==> config.mk <==
export PLATFORM = sky130hd
export DESIGN_NAME = fir_round
export DESIGN_NICKNAME = d
export VERILOG_FILES = /design/src/hdl/fir_pkg.sv /design/src/hdl/fir_round.sv
export SDC_FILE = /design/constraint.sdc
export NUM_CORES = 1
export LEC_CHECK = 0
export BUFFER_PORTS_ARGS = -buffer_cell sky130_fd_sc_hd__buf_2
export CAP_MARGIN = 20
export CORE_UTILIZATION = 47
export CTS_CLUSTER_SIZE = 24
export DETAILED_ROUTE_END_ITERATION = 7
export MAX_ROUTING_LAYER = met4
export PLACE_DENSITY = 0.82
export SYNTH_ARGS = -nofsm -noshare
export SYNTH_HDL_FRONTEND = slang
export SYNTH_SLANG_ARGS = --single-unit
==> constraint.sdc <==
create_clock -name clock -period 2.25 [get_ports clock]
set_input_delay 0.1125 -clock clock [delete_from_list [all_inputs] [get_ports clock]]
set_output_delay 0.1125 -clock clock [all_outputs]
set_load 0.05 [all_outputs]
==> src/hdl/fir_pkg.sv <==
// Package for the 32-tap FIR filter: sizes, fixed-point constants and the
// item record that travels down the tap chain. No dependencies.
package fir_pkg;

   localparam int TAPS      = 32;
   localparam int SAMPLE_W  = 16;
   localparam int COEF_W    = 18;
   localparam int IDX_W     = 5;
   localparam int FRAC_W    = COEF_W - 2;
   localparam int ACC_W     = SAMPLE_W + COEF_W + $clog2(TAPS);

   localparam logic signed [ACC_W-1:0] ROUND_HALF = ACC_W'(1) <<< (FRAC_W - 1);
   localparam logic signed [ACC_W-1:0] OUT_MAX    = (ACC_W'(1) <<< (SAMPLE_W - 1)) - ACC_W'(1);
   localparam logic signed [ACC_W-1:0] OUT_MIN    = -(ACC_W'(1) <<< (SAMPLE_W - 1));

   localparam logic MODE_SAMPLE = 1'b0;
   localparam logic MODE_COEF   = 1'b1;

   typedef struct packed {
      logic                       vld;
      logic                       mode;
      logic                       blk;
      logic [IDX_W-1:0]           idx;
      logic signed [COEF_W-1:0]   coef;
      logic signed [SAMPLE_W-1:0] smp;
      logic signed [ACC_W-1:0]    acc;
   } item_type;

endpackage

==> src/hdl/fir_round.sv <==
// Output stage: rounds the chain sum, saturates to the sample width and
// holds the result until taken. Depends on fir_pkg.
module fir_round (
   input  logic                              clock,
   input  logic                              reset,
   input  logic                              in_valid,
   output logic                              in_ready,
   input  logic signed [fir_pkg::ACC_W-1:0]  in_acc,
   output logic                              rsp_valid,
   input  logic                              rsp_ready,
   output logic signed [fir_pkg::SAMPLE_W-1:0] rsp_filtered,
   output logic                              rsp_saturated
);
   import fir_pkg::*;

   logic                       valid_ff, valid_in;
   logic signed [SAMPLE_W-1:0] filt_ff, filt_in;
   logic                       sat_ff, sat_in;
   logic signed [ACC_W-1:0]    rounded, shifted;

   assign in_ready = !valid_ff || rsp_ready;

   assign rounded = in_acc + ROUND_HALF;
   assign shifted = rounded >>> FRAC_W;

   always_comb begin
      if (shifted > OUT_MAX) begin
         filt_in = SAMPLE_W'(OUT_MAX);
         sat_in  = 1'b1;
      end else if (shifted < OUT_MIN) begin
         filt_in = SAMPLE_W'(OUT_MIN);
         sat_in  = 1'b1;
      end else begin
         filt_in = SAMPLE_W'(shifted);
         sat_in  = 1'b0;
      end
   end

   assign valid_in = in_valid || (valid_ff && !rsp_ready);

   always_ff @(posedge clock) begin
      if (reset) begin
         valid_ff <= 1'b0;
      end else begin
         valid_ff <= valid_in;
      end
   end

   always_ff @(posedge clock) begin
      if (in_valid && in_ready) begin
         filt_ff <= filt_in;
         sat_ff  <= sat_in;
      end
   end

   assign rsp_valid     = valid_ff;
   assign rsp_filtered  = filt_ff;
   assign rsp_saturated = sat_ff;

`ifndef SYNTHESIS
   a_sat_at_rail: assert property (@(posedge clock) disable iff (reset)
      (valid_ff && sat_ff) |->
         (filt_ff == SAMPLE_W'(OUT_MAX) || filt_ff == SAMPLE_W'(OUT_MIN)))
      else $error("saturated result is not at a rail");
`endif

endmodule

==> flow_summary_export.csv <==
group,metric,value,unit
status,status,"finished clean",
floorplanning,ios,62,
worst_setup_path,critPathKind,"input port to register",
timing,relSlewSlack,0.505,
synthesis,synth_top_area_share,0.378,
floorplanning,die_w,55.6,um
drt,drtAntennaViolNets,0,
synthesis,synth.distinct_cells,37,
min_path,hold_depth,3,
synthesis,synth_edf_count,17,
cts,clk_path_buf_depth,2,
synthesis,synth_top_cell_by_area,"edfxtp_1",
drt,dr.pass1.iters,5,
flow_run,cap_violations,0,
placed_design,dpl_cell_area,1730,um2
finish,area_growth,31.8,%
synthesis,syn_avg_cell_area,9.58,um2
power,ir_drop,0.000488,V
grt,grt_max_degree,18,
grt,grt-ovfl-total,0,
power,p_leak,0.689,nW
synthesis,async_flop_share,0,
timing,worst_slew_pin_slew,737,ps
power,p_per_area,467,nW/um2
drt,wirelength,3130,um
cts,clock-root-buffer,"clkbuf_4",
synthesis,synth_flop_cell,"edfxtp_1",
synthesis,synth_warnings,0,
synthesis,ys_seq_elements,18,
finish,stdcell_count,236,
placed_design,place_congestion,0.883,
worst_setup_path,critical_path.cell_chain,"buf_2 > nand4_1 > or4_4 > o32ai_2 > o211ai_2 > o31ai_4 > buf_12 > o21ai_1",
cts,cts_htree_levels,1,
worst_setup_path,required,2280,ps
timing,fin_skew,3.18,ps
worst_setup_path,crit_fanout,13,
floorplanning,start_util,0.494,
placed_design,dp.cells,231,
drt,via_per_inst,5.50,
timing,fin_crit_sh,0.867,
cts,cts_tree,"yes",
placed_design,io_buffer_count,46,
drt,routedWlPerCell,13.3,um
drt,drt-initial-drc-count,63,
synthesis,synthTopCellsByCount,"17 x edfxtp_1, 17 x nand3_1, 15 x nand2_1",
finish,final_area,1780,um2
synthesis,syn-num-nets,185,
drt,num_vias,1299,
cts,postCtsSetupBuffers,0,
synthesis,syn_area,1350,um2
cts,cts_sinks,18,
drt,drc,0,
floorplanning,die_area,3090,um2
synthesis,yosysSeqAreaShare,0.393,
timing,fin_crit,1950,ps
power,power,0.832,mW
worst_setup_path,endpoint_kind,"register",
grt,grt_antenna_before_repair,0,
timing,rsz0062_at_grt,"no",
worst_setup_path,start_kind,"input port",
floorplanning,rows,19,
worst_setup_path,cp.arrival,1990,ps
timing,hold_viol_final,0,
timing,slew_viol_final,0,
synthesis,synth_area_leaders,"edfxtp_1 38%, xnor2_1 7.8%, nand3_1 6.3%",
timing,finalSetupViolations,0,
finish,drive_above_1_share,0.405,
placed_design,post-dp-hpwl,2560,um
finish,num_antenna_cells,0,
synthesis,syn_inst,141,
cts,clk_latency,280,ps
grt,grt_pass1_vias,1286,
floorplanning,core,2730,um2
min_path,min_path_type,"input port to register",
finish,finish.net_count,250,
cts,cts_made_buffers,3,
cts,cts_resized,0,
timing,fmax,513,MHz
worst_setup_path,cp_slowest_stage_delay,560,ps
worst_setup_path,crit_slowest_cell,"or4_4",
grt,grtUsageTotal,0.217,
grt,grt_pass1_wl,5300,um
worst_setup_path,rr_worst_depth,2,
floorplanning,chipHeight,55.6,um
cts,clkTransAtPathRegs,100,ps
[final timing paths]
path / end / from / slack, ps
worst max register to register: rsp_filtered[9] / rsp_valid / 880
worst max-delay path: rsp_filtered[9] / in_acc[30] / 300
worst min register to register: rsp_valid / rsp_valid / 520
worst min-delay path: rsp_valid / in_valid / 60
[per-layer routing]
metal  share of wire  global-route usage  vias to the layer above
li1                -                   -                      661
met1            0.42               0.241                      586
met2            0.53               0.399                       48
met3           0.044              0.0163                        4
met4          0.0086              0.0893                        0
met5               0                   -                        -
[logic make-up (layout without fill, tap and decap cells)]
group,count (synthesis),in the layout,synth area share
compound gates,25,25,0.152
xor+xnor,16,16,0.104
fa+ha+maj,1,1,0.00926
buf+inv,8,72,0.0305
flops,18,18,0.393
simple gates,73,73,0.312
[critical path: cells and delay by family]
kind            cells  cell delay (ps)
compound gates      4              840
buf+inv             2              290
simple gates        2              730
[flip-flops by register name, indices dropped and copies added (netlist names)]
name / cells
rsp_filtered: 16
rsp_valid: 1
rsp_saturated: 1
[what timing repair did]
action / CTS / global route
endpoints found under the setup margin: 0 / 0
hold endpoints to repair: 1 / 0
hold buffers: 1 / 0
[cells in the final DEF (no fill, tap or decap), drive strengths merged, types with 2 or more instances in the layout]
cell type	netlist	final
a21oi	7	7
or3	2	2
nand2	15	15
edfxtp	17	17
nor3	4	4
inv	4	4
o21ai	10	10
xor2	4	4
or4	2	2
xnor2	12	12
and3	3	3
and4	2	2
nand4	8	8
o31ai	2	2
buf	4	63
nor2	7	7
nor4	2	2
nand3	24	24
clkbuf	0	4
and2	2	2
[final cells by class]
cell class              count  area [um2]
well taps                  31        38.8
inverters                   4        15.0
flip-flops and latches     18         531
clock buffers               4        36.3
multi-input cells         115         779
repair buffers             64         380
fillers                   215         953
[stage by stage]
stage	hold WS [ps]	utilization	TNS (ps)	setup slack (ps)
after floorplan	182	-	0	230
after global placement	270	0.634	-7.38	-7.38
after detailed placement	278	0.634	0	9.61
after CTS	64.0	0.651	0	310
after global routing	75.7	0.651	0	178
final	59.2	0.651	0	299
[where the power goes]
group	switching [mW]	internal [mW]	total (mW)
combinational	0.168	0.0815	0.249
sequential	0.00375	0.391	0.395
clock	0.0892	0.0983	0.188
Power figures use the tool's default switching activity.
