<file path="src/hdl/fir_pkg.sv">
// Package for the 32-tap FIR filter: sizes, fixed-point constants and the
// item record that travels down the tap chain. No dependencies.
package fir_pkg;

   localparam int TAPS      = 32;
   localparam int SAMPLE_W  = 16;
   localparam int COEF_W    = 18;
   localparam int IDX_W     = 5;
   localparam int FRAC_W    = COEF_W - 2;
   localparam int ACC_W     = SAMPLE_W + COEF_W + $clog2(TAPS);

   localparam logic signed [ACC_W-1:0] ROUND_HALF = ACC_W'(1) <<< (FRAC_W - 1);
   localparam logic signed [ACC_W-1:0] OUT_MAX    = (ACC_W'(1) <<< (SAMPLE_W - 1)) - ACC_W'(1);
   localparam logic signed [ACC_W-1:0] OUT_MIN    = -(ACC_W'(1) <<< (SAMPLE_W - 1));

   localparam logic MODE_SAMPLE = 1'b0;
   localparam logic MODE_COEF   = 1'b1;

   typedef struct packed {
      logic                       vld;
      logic                       mode;
      logic                       blk;
      logic [IDX_W-1:0]           idx;
      logic signed [COEF_W-1:0]   coef;
      logic signed [SAMPLE_W-1:0] smp;
      logic signed [ACC_W-1:0]    acc;
   } item_type;

endpackage

</file>
<file path="src/hdl/fir_cell.sv">
// One tap of the systolic FIR chain: holds one coefficient and one history
// sample, adds its product to the passing sum. Depends on fir_pkg.
module fir_cell (
   input  logic                           clock,
   input  logic                           reset,
   input  logic                           adv,
   input  logic [fir_pkg::IDX_W-1:0]      cell_idx,
   input  fir_pkg::item_type              in_item,
   output fir_pkg::item_type              out_item
);
   import fir_pkg::*;

   logic signed [COEF_W-1:0]          coef_ff, coef_in;
   logic signed [SAMPLE_W-1:0]        hist_ff, hist_in;
   item_type                          out_ff, out_in;
   logic signed [SAMPLE_W-1:0]        smp;
   logic signed [SAMPLE_W+COEF_W-1:0] prod;
   logic signed [ACC_W-1:0]           acc;
   logic                              hit, sample_hit, load_hit;

   assign hit        = adv && in_item.vld;
   assign sample_hit = hit && (in_item.mode == MODE_SAMPLE);
   assign load_hit   = hit && (in_item.mode == MODE_COEF) && (in_item.idx == cell_idx);

   assign smp  = in_item.smp;
   assign acc  = in_item.acc;
   assign prod = smp * coef_ff;

   assign coef_in = load_hit ? in_item.coef : coef_ff;
   assign hist_in = sample_hit ? smp : hist_ff;

   always_comb begin
      out_in     = in_item;
      out_in.smp = in_item.blk ? '0 : hist_ff;
      out_in.acc = acc + ACC_W'(prod);
   end

   always_ff @(posedge clock) begin
      if (reset) begin
         coef_ff <= '0;
         hist_ff <= '0;
      end else begin
         coef_ff <= coef_in;
         hist_ff <= hist_in;
      end
   end

   always_ff @(posedge clock) begin
      if (reset) begin
         out_ff.vld <= 1'b0;
      end else if (adv) begin
         out_ff <= out_in;
      end
   end

   assign out_item = out_ff;

`ifndef SYNTHESIS
   a_coef_only_on_load: assert property (@(posedge clock) disable iff (reset)
      (!$past(reset) && !$stable(coef_ff)) |-> $past(load_hit))
      else $error("coefficient changed without a load transaction");

   a_hist_only_on_sample: assert property (@(posedge clock) disable iff (reset)
      (!$past(reset) && !$stable(hist_ff)) |-> $past(sample_hit))
      else $error("history changed without a sample transaction");
`endif

endmodule

</file>
<file path="config.mk">
export PLATFORM = sky130hd
export DESIGN_NAME = fir_cell
export DESIGN_NICKNAME = d
export VERILOG_FILES = /design/src/hdl/fir_pkg.sv /design/src/hdl/fir_cell.sv
export SDC_FILE = /design/constraint.sdc
export NUM_CORES = 1
export LEC_CHECK = 0
export BUFFER_PORTS_ARGS = -buffer_cell sky130_fd_sc_hd__buf_2
export CELL_PAD_IN_SITES_DETAIL_PLACEMENT = 1
export CELL_PAD_IN_SITES_GLOBAL_PLACEMENT = 1
export CORE_MARGIN = 1
export CORE_UTILIZATION = 44
export DETAILED_ROUTE_END_ITERATION = 8
export GPL_ROUTABILITY_DRIVEN = 0
export PLACE_DENSITY = 0.83
export SLEW_MARGIN = 0
export SYNTH_ARGS = -nofsm -noshare
export SYNTH_HDL_FRONTEND = slang
export SYNTH_SLANG_ARGS = --single-unit
</file>
<file path="constraint.sdc">
create_clock -name clock -period 7.7 [get_ports clock]
set_input_delay 1.54 -clock clock [delete_from_list [all_inputs] [get_ports clock]]
set_output_delay 1.54 -clock clock [all_outputs]
set_load 0.03 [all_outputs]
</file>
==> results.json <==
{
  "status": "finished clean",
  "track_usage_pct": 26.4,
  "fin_hold_ws_ps": 450,
  "insertion_delay_ps": 450,
  "io_buffers": 169,
  "required_ps": 8030,
  "p_sw_share_pct": 34.5,
  "final_common_cell": "inv_1",
  "hold_viol": 0,
  "max-cap-violations": 0,
  "grt_max_degree": 43,
  "synth-edff-count": 80,
  "top_usage_layer": "met2",
  "seq_power_share_pct": 32.8,
  "drt-vias-per-instance": 5.13,
  "post-route-util_pct": 51.9,
  "drive_above_1_share_pct": 16.6,
  "drtIter0Drc": 496,
  "r2r_slack_ps": 810,
  "cts_buffers": 17,
  "final_max_slew_viol_count": 0,
  "clockRootBuffer": "clkbuf_16",
  "relSlewSlack_pct": 12.1,
  "synthCells": 1633,
  "async_flop_share_pct": 0,
  "crit_type": "input pin to register",
  "n_fill_cell": 4141,
  "critPathCaptureType": "register",
  "finalSetupViolCount": 0,
  "grt.met3_usage_pct": 4.19,
  "arrival_ps": 7840,
  "grt-ovfl-total": 0,
  "areaGrowthSynthToFinish_pct": 15.4,
  "pwr-share-comb_pct": 31.2,
  "synthSimpleGateAreaFrac_pct": 12.4,
  "p_total_mw": 2.22,
  "vias": 12152,
  "final_cell_mix": "inv_1, fa_1, nand2_1, buf_2, and2_1",
  "netSwitchingPower_uw": 768,
  "synth.area.mux_share_pct": 1.09,
  "first_global_vias": 14582,
  "place_area_um2": 18500,
  "period_share_pct": 97.5,
  "finalSetupTns_ps": 0,
  "avgSynthCellArea_um2": 10.1,
  "fp.dieArea_um2": 38400,
  "drt-total-wl_mm": 48.1,
  "rsz0062_at_grt": "false",
  "synth-compound-area-share_pct": 4.66,
  "fp.dieH_um": 196,
  "nNetsFinal": 2403,
  "drc": 0,
  "synth_nets": 2183,
  "grtUsageMet1_pct": 26.5,
  "initial_utilization_pct": 44.9,
  "synth.yosys.seq_area_share_pct": 18.7,
  "cts_hold_buffers": 0,
  "clk_pin_slew_worst_paths_ps": 60,
  "yosysWarningCount": 0,
  "num_rows": 70,
  "synth_seq_cells": 115,
  "skew_ps": 13.3,
  "netlist_area_um2": 16600,
  "vdd_drop_max_v": 0.000158,
  "pin_count": 170,
  "wire_per_inst_um": 20.3,
  "use_met2_pct": 51.4,
  "max_freq_mhz": 133,
  "cts.sinks": 115,
  "power_density_nw_per_um2": 116,
  "cts.htree.levels": 4,
  "synth-adder-area-share_pct": 50.6,
  "synth_xor_area_share_pct": 2.33,
  "final_area_um2": 19100,
  "clock_path_buffers": 2,
  "grt_antenna_before_repair": 2,
  "synth_flop_cell": "edfxtp_1",
  "finalWorstPathRequiredPeriod_ps": 7510,
  "synth_cell_types": 48,
  "synth_top_family_by_area": "adder cells",
  "power.leakage_nw": 9.83,
  "worst_slew_pin_slew_ps": 1320,
  "holdCritPathClass": "register to register",
  "cts_tree": "done",
  "worstSetupStartpointType": "input pin",
  "core_area_um2": 36900,
  "drt_first_pass_iters": 6,
  "hpwl_mm": 39.7,
  "p_int_mw": 1.45,
  "crit_fanout": 9,
  "clkPwrFrac_pct": 35.9,
  "die_w_um": 196,
  "ant_nets": 0,
  "grt_first_pass_wirelength_mm": 76.3
}
[cells by family (layout without fill, tap and decap cells)]
kind of cell	Yosys count	count (layout)
simple gates	424	424
compound gates	117	117
flops	115	115
buf+inv	454	687
mux	18	18
xor+xnor	44	44
other cells	0	1
fa+ha+maj	461	461
[through the flow]
| stage | cells | setup slack (ps) |
|---|---|---|
| final | 2371 | 191 |
| after global routing | 2371 | 5.82 |
| after CTS | 2369 | 61.4 |
| after detailed placement | 2337 | -335 |
| after global placement | 2337 | -202 |
| after floorplan | 1633 | 53.2 |
[critical path, cell delays in order]
cell and delay, ps:
buf_2 260, buf_4 180, nand2_1 90, fa_1 570, fa_1 500, fa_1 570
inv_1 60, fa_1 520, fa_1 500, inv_1 50, fa_1 480, inv_1 50
ha_1 360, nand4_1 160, nor2_2 210, buf_4 150, nand3_1 90, a21oi_1 190
buf_4 160, o21ai_1 110, a21oi_1 370, a21o_1 180, nand2_1 60, a211oi_2 270
buf_4 150
[timing repair]
item | CTS | global route
setup buffers | 0 | 1
hold endpoints to repair | 0 | 0
resized for setup | 0 | 7
endpoints found under the setup margin | 0 | 5
[worst paths after layout]
path         cells past startpoint           end         from
max reg2reg                     23  out_item[36]  coef_ff[15]
max                             25  out_item[36]  in_item[40]
min                              2    hist_ff[1]   hist_ff[1]
min reg2reg                      2    hist_ff[1]   hist_ff[1]
[per-layer routing]
metal,up-vias,part of all wire (%)
met1,6349,34
li1,5305,-
met3,156,3.4
met2,340,57
met5,-,0.027
met4,2,5.8
[sequential cells by signal (all words and copies together) (netlist names)]
signal and cells:
coef_ff 18, hist_ff 16, out_item 81
[area by class of cell]
cell class              instances  area, um2  share of cell area [%]
repair buffers                265       1570                    8.19
diodes                          1       2.50                  0.0131
well taps                     504        631                    3.30
multi-input cells            1064      11800                    61.7
inverters                     390       1460                    7.65
clock inverters                13        123                   0.641
clock buffers                  19        443                    2.32
flip-flops and latches        115       3100                    16.2
[power by group through the flow]
| stage | sequential (mW) | combinational [mW] | clock, mW |
|---|---|---|---|
| 6_report | 0.730 | 0.694 | 0.798 |
| 5_1_grt | 0.733 | 0.759 | 0.831 |
| 4_1_cts | 0.731 | 0.698 | 0.808 |
| 3_5_place_dp | 0.743 | 0.690 | 0 |
| 3_3_place_gp | 0.742 | 0.653 | 0 |
| 2_1_floorplan | 0.811 | 0.353 | 0 |
[synthesized netlist by cell type, drive strengths merged (4+ instances only)]
library cell    n  area (um2)
nand2         189         709
nand2b          6        37.5
a21oi          48         244
clkbuf         63         236
nor2           49         184
dfxtp          35         701
nand3           7        35.0
nor3            6        30.0
o21bai          4        30.0
xor2           14         123
nor2b          23         144
and2          129         807
o21ai          13        65.1
fa            348        6970
ha            113        1410
inv           390        1460
a21o           22         165
mux2i          18         180
a211oi          6        45.0
o21a            4        30.0
and3            6        38.8
xnor2          30         263
edfxtp         80        2400
(Power assumes the default switching activity.)
